## src/hw/rtl/c8ie_ram.sv

```systemverilog
// Generic simple dual-port RAM with registered read data.
`timescale 1ns / 1ps
`default_nettype none

module c8ie_ram #(
    parameter int WIDTH = 8,
    parameter int DEPTH = 16,
    localparam int AW = $clog2(DEPTH)
) (
    input  wire logic             clk,
    input  wire logic             we,
    input  wire logic [AW-1:0]    wa,
    input  wire logic [WIDTH-1:0] wd,
    input  wire logic [AW-1:0]    ra,
    output logic      [WIDTH-1:0] rd
);

    logic [WIDTH-1:0] mem_array [DEPTH];

    always_ff @(posedge clk) begin
        if (we) begin
            mem_array[wa] <= wd;
        end
        rd <= mem_array[ra];
    end

endmodule

`default_nettype wire

```

## config.mk

```make
export PLATFORM = sky130hd
export DESIGN_NAME = c8ie_ram
export DESIGN_NICKNAME = d
export VERILOG_FILES = /design/src/hw/rtl/c8ie_ram.sv
export SDC_FILE = /design/constraint.sdc
export NUM_CORES = 1
export LEC_CHECK = 0
export BUFFER_PORTS_ARGS = -buffer_cell sky130_fd_sc_hd__buf_4
export CORE_MARGIN = 5
export CORE_UTILIZATION = 35
export CTS_CLUSTER_DIAMETER = 120
export DETAILED_ROUTE_END_ITERATION = 8
export SLEW_MARGIN = 20
export SYNTH_ARGS = -nofsm -noshare
export SYNTH_HDL_FRONTEND = slang
export SYNTH_SLANG_ARGS = --single-unit
```

## constraint.sdc

```tcl
create_clock -name clk -period 5 [get_ports clk]
set_clock_uncertainty 0.05 [all_clocks]
set_input_delay 0.5 -clock clk [delete_from_list [all_inputs] [get_ports clk]]
set_output_delay 0.5 -clock clk [all_outputs]
set_load 0.02 [all_outputs]
```

==> flow_summary.json <==
{
  "tritoncts": "done",
  "synth_most_common_cell": "edfxtp_1",
  "antenna_found_initial": 0,
  "yosysTopAreaCellShare": 0.7467,
  "drc": 0,
  "setup_slack_ps": 3156,
  "grt_pass1_vias": 2519,
  "hold_violations": 0,
  "netlist_area_um2": 5147,
  "insertion_delay_ps": 410,
  "synth_enable_flop_cells": 128,
  "ctsHoldBuffers": 0,
  "vias_per_cell": 5.087,
  "clkTransAtPathRegs_ps": 60,
  "crit_buf_inv": 1,
  "dp.final_hpwl_mm": 6.702,
  "die-area_um2": 17230,
  "gr-total-overflow": 0,
  "criticalPathCategory": "in -> reg",
  "cp_top_family": "simple AND/OR/NAND/NOR gates",
  "grt_max_degree": 33,
  "core_um2": 14480,
  "synth_largest_area_cell": "edfxtp_1",
  "cts-root-buf": "clkbuf_16",
  "cts_buffers": 17,
  "fin_crit_ps": 1844,
  "fmax_mhz": 542.4,
  "yosysUniqueCellTypes": 19,
  "slowest_delay_ps": 680,
  "synthTopCellsByArea": "edfxtp_1, mux4_2, mux4_1, dfxtp_1, a22oi_1",
  "cp_cell_sequence": "buf_4 > or3b_2 > nor2_1",
  "grt_use_total": 0.1278,
  "yosysWarnings": 0,
  "status": "complete, no violations",
  "antenna_cells": 0,
  "arrival_ps": 1820,
  "synth_common_cells": "edfxtp_1, mux4_2, a22oi_1",
  "wl_per_cell_um": 22.58,
  "synth_flop_cell": "edfxtp_1",
  "drtIter0Drc": 264,
  "dr.pass1.iters": 4,
  "rows": 44,
  "start_util": 0.3555,
  "finalSetupViolations": 0,
  "cp-start-kind": "input pin",
  "ys_seq_area_frac": 0.7778,
  "drive_gt1_frac": 0.2770,
  "syn_nets": 247,
  "ant_nets": 0,
  "fillers": 1249,
  "cts_max_level": 4,
  "finalMaxSlewViolations": 0,
  "required_ps": 4970,
  "tightestPinTransition_ps": 968.7,
  "dp_slack_ps": 2525,
  "async_flop_share": 0,
  "io_buffers": 25,
  "leakage_nw": 1.989,
  "postSynthAreaPerCell_um2": 22.48,
  "fin_nets": 283,
  "p_per_area_nw_per_um2": 425.6,
  "irDropWorstVdd_v": 0.0002610,
  "grt_pass1_wl_mm": 16.12,
  "post-route-period-util": 0.3687,
  "hp-class": "in -> reg",
  "maxCapViolations": 0,
  "place.gp.congestion": 0.8054,
  "setup_tns_ps": 0,
  "multi_input_area_um2": 1072,
  "slew-limit-headroom": 0.3518,
  "seq_area_um2": 4004,
  "rsz0062_at_grt": "false",
  "die_w_um": 131.3,
  "cts.sink_count": 136,
  "postCtsSetupBuffers": 0,
  "die_y_um": 131.3,
  "post_cts_resized": 0,
  "wirelength_mm": 10.43,
  "cp-end-kind": "flip-flop",
  "synth_cells": 229,
  "synth_seq_cells": 136,
  "vias": 2350,
  "crit_slowest_cell": "nor2_1",
  "syn_to_final_growth_pct": 17.94,
  "io_pins": 26,
  "worstPathMaxFanout": 8,
  "cts.path.max_buffers": 2
}
==> power by group <==
group | switching [mW] | leakage (nW) | total, mW | internal, mW
Combinational | 0.0774 | 0.505 | 0.131 | 0.0537
Sequential | 0.00876 | 1.22 | 1.28 | 1.28
Clock | 0.446 | 0.261 | 1.17 | 0.723
Total | 0.532 | 1.99 | 2.58 | 2.05
==> placed cells by master, fill, tap and decap left out, drive strengths merged <==
cell type and instances:
edfxtp 128, mux4 32, buf 27, clkbuf 17
a22oi 16, nor2 13, nand2 9, dfxtp 8
clkinv 8, clkinvlp 5, nor3 4, nand3b 2
nand2b 2, bufinv 2, nor2b 1, and2 1
and2b 1, nand3 1, or3b 1
==> cell families (layout without fill, tap and decap cells) <==
kind of cell / Yosys count / in the layout / share of synthesized area
compound gates: 16 / 16 / 0.02334
buf+inv: 10 / 59 / 0.01677
flops: 136 / 136 / 0.7778
mux: 32 / 32 / 0.1502
simple gates: 35 / 35 / 0.03184
==> layout make-up <==
cell class | count | share of cell area
clock buffer | 17 | 0.07007
clock inverter | 15 | 0.02247
multi-input combinational | 83 | 0.1766
sequential | 136 | 0.6595
tap | 184 | 0.03792
timing repair buffer | 27 | 0.03339
==> sequential cells by signal, summed over array words and instances, names as in the netlist <==
signal,count
rd,8
mem_array,128
==> worst paths after layout <==
kind              depth (start not counted)  slack, ps              from               to
setup / recovery                          3       3160             wa[2]  mem_array[1][4]
hold reg to reg                           3        630  mem_array[12][4]            rd[4]
hold / removal                            1        370             wd[0]  mem_array[7][0]
setup reg to reg                          3       3540   mem_array[0][4]            rd[4]
==> worst register-to-register path, stage by stage (launching register included) <==
cell and delay, ps:
edfxtp_1 370, mux4_2 480, a22oi_1 340, nand2_1 80
==> routing by layer <==
metal / vias up / track usage / routed length, um
met5: - / 0 / 0
met4: 0 / 0.04114 / 61
met3: 4 / 0.04893 / 801
met2: 91 / 0.1862 / 4892
met1: 1210 / 0.1780 / 4677
li1: 1045 / - / -
==> per-stage QoR <==
| stage | instance area (um2) | std cells | util | total power [mW] | hold WS [ps] |
|---|---|---|---|---|---|
| finish | 6071 | 462 | 0.4193 | 2.584 | 366.6 |
| global route | 6071 | 462 | 0.4193 | 2.674 | 355.4 |
| CTS | 6066 | 462 | 0.4189 | 2.605 | 353.9 |
| detailed placement | 5504 | 430 | 0.3801 | 1.442 | 606.5 |
| global placement | 5487 | 429 | 0.3789 | 1.439 | 598.4 |
| floorplan | 5147 | 229 | - | 1.378 | 548.9 |
Power figures use the tool's default switching activity.
