===== src/hw/rtl/c8ie_pkg.sv =====
// Shared types, opcode constants and a helper function for the CHIP-8 execute core.
`timescale 1ns / 1ps
`default_nettype none

package c8ie_pkg;

    localparam int MEM_BYTES_DEF   = 4096;
    localparam int STACK_DEPTH_DEF = 16;
    localparam int DISPLAY_PIXELS  = 2048;
    localparam int FRAME_BYTES     = DISPLAY_PIXELS / 8;
    localparam int FRAME_AW        = $clog2(FRAME_BYTES);
    localparam int NUM_GP          = 16;

    localparam logic [11:0] PC_RESET  = 12'h200;
    localparam logic [11:0] NNN_CLS   = 12'h0E0;
    localparam logic [11:0] NNN_RET   = 12'h0EE;
    localparam logic [15:0] FONT_BASE = 16'h0050;
    localparam logic [3:0]  FLAG_REG  = 4'hF;

    // Major opcode nibble.
    localparam logic [3:0] OP_SYS   = 4'h0;
    localparam logic [3:0] OP_JP    = 4'h1;
    localparam logic [3:0] OP_CALL  = 4'h2;
    localparam logic [3:0] OP_SE_K  = 4'h3;
    localparam logic [3:0] OP_SNE_K = 4'h4;
    localparam logic [3:0] OP_SE_V  = 4'h5;
    localparam logic [3:0] OP_LD_K  = 4'h6;
    localparam logic [3:0] OP_ADD_K = 4'h7;
    localparam logic [3:0] OP_ALU   = 4'h8;
    localparam logic [3:0] OP_SNE_V = 4'h9;
    localparam logic [3:0] OP_LD_I  = 4'hA;
    localparam logic [3:0] OP_JP_V0 = 4'hB;
    localparam logic [3:0] OP_RND   = 4'hC;
    localparam logic [3:0] OP_DRW   = 4'hD;
    localparam logic [3:0] OP_KEY   = 4'hE;
    localparam logic [3:0] OP_MISC  = 4'hF;

    // Register-to-register subcodes of 8xyN.
    localparam logic [3:0] N_MOV  = 4'h0;
    localparam logic [3:0] N_OR   = 4'h1;
    localparam logic [3:0] N_AND  = 4'h2;
    localparam logic [3:0] N_XOR  = 4'h3;
    localparam logic [3:0] N_ADD  = 4'h4;
    localparam logic [3:0] N_SUB  = 4'h5;
    localparam logic [3:0] N_SHR  = 4'h6;
    localparam logic [3:0] N_RSUB = 4'h7;
    localparam logic [3:0] N_SHL  = 4'hE;

    // Fxkk subcodes.
    localparam logic [7:0] FX_GET_DT = 8'h07;
    localparam logic [7:0] FX_SET_DT = 8'h15;
    localparam logic [7:0] FX_SET_ST = 8'h18;
    localparam logic [7:0] FX_ADD_I  = 8'h1E;
    localparam logic [7:0] FX_FONT   = 8'h29;
    localparam logic [7:0] FX_BCD    = 8'h33;
    localparam logic [7:0] FX_STORE  = 8'h55;
    localparam logic [7:0] FX_LOAD   = 8'h65;

    typedef enum logic [1:0] {
        KIND_EXEC   = 2'd0,
        KIND_MWRITE = 2'd1,
        KIND_FREAD  = 2'd2,
        KIND_BAD    = 2'd3
    } kind_t;

    typedef enum logic [1:0] {
        ST_OK    = 2'd0,
        ST_UNSUP = 2'd1,
        ST_FULL  = 2'd2,
        ST_EMPTY = 2'd3
    } status_t;

    typedef enum logic [3:0] {
        ALU_PASS,
        ALU_OR,
        ALU_AND,
        ALU_XOR,
        ALU_ADD,
        ALU_SUB,
        ALU_RSUB,
        ALU_SHR,
        ALU_SHL
    } alu_op_t;

    typedef enum logic [4:0] {
        S_CLEAR,
        S_IDLE,
        S_RDX,
        S_RDY,
        S_LATY,
        S_DECODE,
        S_POP,
        S_VFLAG,
        S_IMOD,
        S_BCD,
        S_ST_RD,
        S_ST_WR,
        S_LD_RD,
        S_LD_WR,
        S_D_RD,
        S_D_LINE,
        S_D_A,
        S_D_BR,
        S_D_B,
        S_FCLR,
        S_MWR,
        S_FRD,
        S_FRD_WAIT,
        S_FIN_F,
        S_FIN_X,
        S_FIN_W,
        S_DONE
    } state_t;

    typedef struct packed {
        logic [1:0]  kind;
        logic [15:0] opcode;
        logic [7:0]  random_byte;
        logic [11:0] address;
        logic [7:0]  write_data;
    } in_item_t;

    typedef struct packed {
        logic [11:0] program_counter;
        logic [15:0] index_value;
        logic [7:0]  flag_value;
        logic [7:0]  target_value;
        logic [7:0]  delay_value;
        logic [7:0]  sound_value;
        logic [4:0]  stack_level;
        logic [7:0]  read_data;
        logic [1:0]  status;
    } out_item_t;

    // Decimal digit of an 8-bit value: sel 0 hundreds, 1 tens, 2 units.
    // Tens use a reciprocal multiply that is exact below one hundred.
    function automatic logic [7:0] bcd_digit(input logic [7:0] v, input logic [1:0] sel);
        logic [1:0]  hund;
        logic [7:0]  rest;
        logic [14:0] prod;
        logic [3:0]  tens;
        logic [6:0]  units;
        if (v >= 8'd200) begin
            hund = 2'd2;
            rest = v - 8'd200;
        end else if (v >= 8'd100) begin
            hund = 2'd1;
            rest = v - 8'd100;
        end else begin
            hund = 2'd0;
            rest = v;
        end
        prod  = 15'(rest[6:0]) * 15'd205;
        tens  = prod[14:11];
        units = rest[6:0] - (7'(tens) * 7'd10);
        case (sel)
            2'd0:    bcd_digit = {6'b0, hund};
            2'd1:    bcd_digit = {4'b0, tens};
            default: bcd_digit = {1'b0, units};
        endcase
    endfunction

endpackage

`default_nettype wire


===== src/hw/rtl/c8ie_alu.sv =====
// Shared 8-bit arithmetic, logic and shift unit of the execute core.
`timescale 1ns / 1ps
`default_nettype none

module c8ie_alu
    import c8ie_pkg::*;
(
    input  wire alu_op_t    op,
    input  wire logic [7:0] a,
    input  wire logic [7:0] b,
    output logic      [7:0] y,
    output logic            flag
);

    logic [8:0] sum;
    logic [8:0] dif;
    logic [8:0] rdif;

    assign sum  = {1'b0, a} + {1'b0, b};
    assign dif  = {1'b0, a} - {1'b0, b};
    assign rdif = {1'b0, b} - {1'b0, a};

    always_comb begin
        y    = b;
        flag = 1'b0;
        unique case (op)
            ALU_PASS: y = b;
            ALU_OR:   y = a | b;
            ALU_AND:  y = a & b;
            ALU_XOR:  y = a ^ b;
            ALU_ADD: begin
                y    = sum[7:0];
                flag = sum[8];
            end
            ALU_SUB: begin
                y    = dif[7:0];
                flag = ~dif[8];
            end
            ALU_RSUB: begin
                y    = rdif[7:0];
                flag = ~rdif[8];
            end
            ALU_SHR: begin
                y    = {1'b0, a[7:1]};
                flag = a[0];
            end
            ALU_SHL: begin
                y    = {a[6:0], 1'b0};
                flag = a[7];
            end
            default: y = b;
        endcase
    end

endmodule

`default_nettype wire


===== config.mk =====
export PLATFORM = sky130hd
export DESIGN_NAME = c8ie_alu
export DESIGN_NICKNAME = d
export VERILOG_FILES = /design/src/hw/rtl/c8ie_pkg.sv /design/src/hw/rtl/c8ie_alu.sv
export SDC_FILE = /design/constraint.sdc
export NUM_CORES = 1
export LEC_CHECK = 0
export ABC_AREA = 1
export CAP_MARGIN = 0
export CORE_ASPECT_RATIO = 1.5
export CORE_UTILIZATION = 65
export DETAILED_ROUTE_END_ITERATION = 6
export DONT_BUFFER_PORTS = 1
export GPL_TIMING_DRIVEN = 0
export PLACE_DENSITY = 0.81
export SYNTH_ARGS = -nofsm -noshare
export SYNTH_HDL_FRONTEND = slang
export SYNTH_SLANG_ARGS = --single-unit

===== constraint.sdc =====
create_clock -name vclk -period 3.6
set_input_delay 0.18 -clock vclk [all_inputs]
set_output_delay 0.18 -clock vclk [all_outputs]
set_load 0.02 [all_outputs]

==> results of run 1 <==
-- power groups by stage --
| stage | Sequential, mW | Combinational [mW] | Clock (mW) |
|---|---|---|---|
| final | 0 | 0.237 | 0 |
| after global routing | 0 | 0.269 | 0 |
| after CTS | 0 | 0.234 | 0 |
| after detailed placement | 0 | 0.233 | 0 |
| after global placement | 0 | 0.228 | 0 |
| after floorplan | 0 | 0.188 | 0 |
-- layout by cell type (no fill, tap or decap) --
cell / instances
nand2_1: 111
inv_1: 55
nand3_1: 41
ha_1: 35
nor2_1: 25
a21oi_1: 12
o22ai_1: 10
o21ai_0: 7
o211ai_1: 4
nand4_1: 3
fa_1: 3
buf_2: 2
buf_6: 2
nor3_4: 2
nand3_2: 2
nand3b_1: 2
or2_2: 2
inv_2: 1
o211ai_2: 1
and2_1: 1
a31oi_1: 1
o21ai_1: 1
o2111ai_1: 1
nor3_1: 1
-- cell type report --
cell class / instances / area [um^2] / area share
buffer: 4 / 32.5 / 0.0178
inverter: 56 / 210 / 0.115
multi-input combinational: 265 / 1540 / 0.843
tap: 36 / 45.0 / 0.0246
-- through the flow --
step	area, um^2	worst slack (ps)
5_1_grt	1830	1480
2_1_floorplan	1790	1860
4_1_cts	1830	1660
3_3_place_gp	1830	1640
3_5_place_dp	1830	1660
6_report	1830	1650
-- routing by layer --
metal | up-vias | track usage | wire length (um)
li1 | 1041 | - | -
met1 | 933 | 0.404 | 1820
met2 | 102 | 0.697 | 2710
met3 | 18 | 0.0546 | 460
met4 | 0 | 0.170 | 197
met5 | - | 0 | 0
-- final timing paths --
kind / from / to / slack, ps / cells past startpoint
worst max-delay path: a[0] / flag / 1650 / 12
worst min-delay path: b[3] / y[3] / 540 / 2
-- cells by family (layout without fill, tap and decap cells) --
logic type / after synthesis / count (layout) / synth area share
simple gates: 190 / 190 / 0.462
compound gates: 37 / 37 / 0.123
buf+inv: 60 / 60 / 0.136
fa+ha+maj: 38 / 38 / 0.279
==> qor.csv, run 1 <==
metric;value;unit
WP buf/inv;2;
wire per inst;14.4;um
CP startpoint kind;primary input;
# DRC;0;
Final Cycle Share;0.542;
total gr overflow;0;
Initial Util;0.706;
post-synth cell types;24;
Placed Cells;361;
RSZ-0062 raised after global routing;false;
slowest library cell on the worst path;fa_1;
via count;2094;
die height;66.2;um
Synthesized Nets;383;
gpl congestion;1.03;
largest net degree at the start of global routing;11;
Hold Vio Cnt, Final;0;
clock buf count;0;
Post-Route WL;5.19;mm
setup TNS;0;ps
drt via density;5.80;
ratio of cells with drive above 1 in the final layout;0.0369;
largest area contributor in the netlist;ha_1;
Reg power frac;0;
vias in the first global route;1926;
final cell count without fillers;361;
Int Pwr;0.0748;mW
# setup viols final;0;
Top-Level Pins;29;
Layout Utilization;0.723;
Layout Nets;385;
Initial DRT Pass Iterations;4;
Gate power share;1.000;
Power Density;130;mW/mm^2
Total Power;0.237;mW
register area;0;um^2
die width;44.8;um
first-pass GRT wire length;8.48;mm
Fill cells;264;
row count;22;
fmax;0.512;GHz
critical path arrival;1770;ps
post-synth top area share;0.245;
VDD IR-drop max;0.0791;mV
initial antenna violation count;0;
area grow syn2layout;2.52;%
top-count cell post-synth;nand2_1;
crit-path most repeated cell;nand2_1;
die area;0.00297;mm^2
core area;0.00253;mm^2
Worst Tran Pin Value;568;ps
switching power;0.163;mW
fin crit period;1950;ps
initial detailed-routing violation count;111;
Rel. slew slack;0.621;
post-route ant nets;0;
crit path cell chain;inv_1 -> ha_1 -> inv_1 -> fa_1 -> nand2_1 -> nand2_1 -> nand2_1 -> nand2_1 -> a21oi_1 -> nand2_1 -> a21oi_1 -> nand3_1;
Clk network pwr share;0;
Synth area leaders;ha_1 (25%), nand2_1 (23%), inv_1 (12%);
HP Class;primary input to output pin;
postcts setup bufs;0;
CTS resizes;0;
cells after synthesis;325;
Synth Warn #;0;
largest stage delay on the critical path;380;ps
Synth Cell Area;0.00179;mm^2
Max-cap violations;0;
average size of a mapped cell;5.50;um^2
CP required;3420;ps
Setup crit end kind;output pin;
sequential cells;0;
sw frac;0.685;
Hold Buf Count CTS;0;
CP max FO;4;
IO Port Bufs;0;
Synth top cells by count;nand2_1 (111), inv_1 (55), nand3_1 (41);
worst hold slack;539;ps
Global Route Usage Sum;0.377;
DP HPWL;4.23;mm
kind of critical path;primary input to output pin;
status;completed;
fin. max-slew vios;0;
largest delay contributor family on the critical path;simple AND/OR/NAND/NOR gates;
post-synthesis sequential area ratio;0;
ANT cells;0;
leakage;1.08;nW
(Power assumes the default switching activity.)
==> run 2, diff against run 1 <==
Settings changed: ABC_AREA 1 to 0, CORE_UTILIZATION 65 to 62.
Clock period 3.6 ns to 1.61 ns, I/O delays scaled along.
==> qor.csv, run 2 <==
metric;value;unit
ANT cells;0;
fin crit period;1850;ps
status;complete, but fails checks;
Hold Buf Count CTS;0;
Placed Cells;284;
IO Port Bufs;0;
wire per inst;21.9;um
Synth Cell Area;0.00183;mm^2
CP startpoint kind;primary input;
top-count cell post-synth;ha_1;
post-synth cell types;58;
vias in the first global route;1807;
Setup crit end kind;output pin;
initial antenna violation count;0;
Synthesized Nets;305;
die width;46.4;um
core area;0.00273;mm^2
total gr overflow;0;
die height;68.5;um
first-pass GRT wire length;8.56;mm
DP HPWL;4.14;mm
largest net degree at the start of global routing;11;
gpl congestion;0.949;
average size of a mapped cell;7.41;um^2
Max-cap violations;0;
Synth top cells by count;ha_1 (35), a21oi_1 (26), nor2_1 (25);
kind of critical path;primary input to output pin;
HP Class;primary input to output pin;
commonest non-fill, non-tap cell in the layout;ha_1;
failing checks;negative setup slack;
post-route ant nets;0;
cells after synthesis;247;
via count;2138;
final cell count without fillers;302;
fmax;0.540;GHz
setup TNS;-1180;ps
critical path arrival;1770;ps
die area;0.00318;mm^2
# setup viols final;7;
CP max FO;10;
ratio of cells with drive above 1 in the final layout;0.358;
clock buf count;0;
setup ws final;-242;ps
Post-Route WL;6.63;mm
row count;23;
CP required;1530;ps
Global Route Usage Sum;0.371;
Synth Warn #;0;
Layout Nets;325;
post-synthesis sequential area ratio;0;
fin. max-slew vios;0;
Hold Vio Cnt, Final;0;
leakage;0.987;nW
most frequent cells in the layout;ha_1 (29), nor2_1 (22), buf_4 (19), a21oi_1 (19), inv_1 (18);
initial detailed-routing violation count;212;
Top-Level Pins;29;
Worst Tran Pin Value;848;ps
drt via density;7.08;
worst hold slack;349;ps
Rel. slew slack;0.431;
RSZ-0062 raised after global routing;true;
Final Cycle Share;1.15;
sequential cells;0;
Initial DRT Pass Iterations;5;
Fill cells;130;
VDD IR-drop max;0.263;mV
largest area contributor in the netlist;ha_1;
Initial Util;0.669;
post-synth top area share;0.239;
# DRC;0;
register area;0;um^2
Total Power;0.890;mW
Layout Utilization;0.885;
Power Density;368;mW/mm^2
area grow syn2layout;32.2;%
Synth area leaders;ha_1 (24%), a21oi_1 (7.1%), nor2_1 (5.1%);
==> run 2: worst max-delay path: stages <==
cell and delay (ps):
inv_1 120, ha_4 250, buf_6 150, nor2_2 160, nand2_1 110, o221ai_4 220, o22a_2 170, a21oi_1 60
o32a_1 440
==> run 2: area by class of cell <==
cell class	count	area [um^2]	area share
buffer	11	91.3	0.0378
inverter	28	161	0.0667
multi-input combinational	207	1960	0.812
tap	37	46.3	0.0191
timing repair buffer	19	155	0.0641
==> run 2: cell families (layout without fill, tap and decap cells) <==
logic type,after synthesis,after routing,share of synthesized area
AO/OA/AOI/OAI,90,90,0.357
AND/OR/NAND/NOR,62,62,0.180
buffers and inverters,40,58,0.104
adder cells (fa/ha/maj),38,38,0.272
XOR/XNOR,11,11,0.0527
multiplexers,6,6,0.0342
==> run 2: metrics by stage <==
step	cell area, um^2	setup slack, ps
2_1_floorplan	1910	-187
3_3_place_gp	1960	-376
3_5_place_dp	1960	-401
4_1_cts	2210	-254
5_1_grt	2420	-334
6_report	2420	-242
==> run 2: repair_timing <==
item / in CTS / in global routing
buffers inserted: 11 / 8
endpoints found under the setup margin: 8 / 8
pin swaps: 19 / 18
resized for setup: 38 / 24
==> run 2: worst paths after layout <==
| path | startpoint | end | slack, ps | depth (start not counted) |
|---|---|---|---|---|
| max | a[3] | y[6] | -240 | 9 |
| min | b[4] | y[4] | 350 | 1 |
==> run 2: per-layer routing <==
metal,share of wire,vias to the layer above,wire length [um],GRT usage
met5,0,-,0,0
met4,0.059,0,388,0.140
met3,0.083,52,548,0.0365
met2,0.51,173,3410,0.651
met1,0.34,976,2280,0.449
li1,-,937,-,-
==> run 2: report_power, final <==
group / switching (mW) / internal, mW / leakage, nW
clock: 0 / 0 / 0
sequential: 0 / 0 / 0
combinational: 0.505 / 0.385 / 0.987
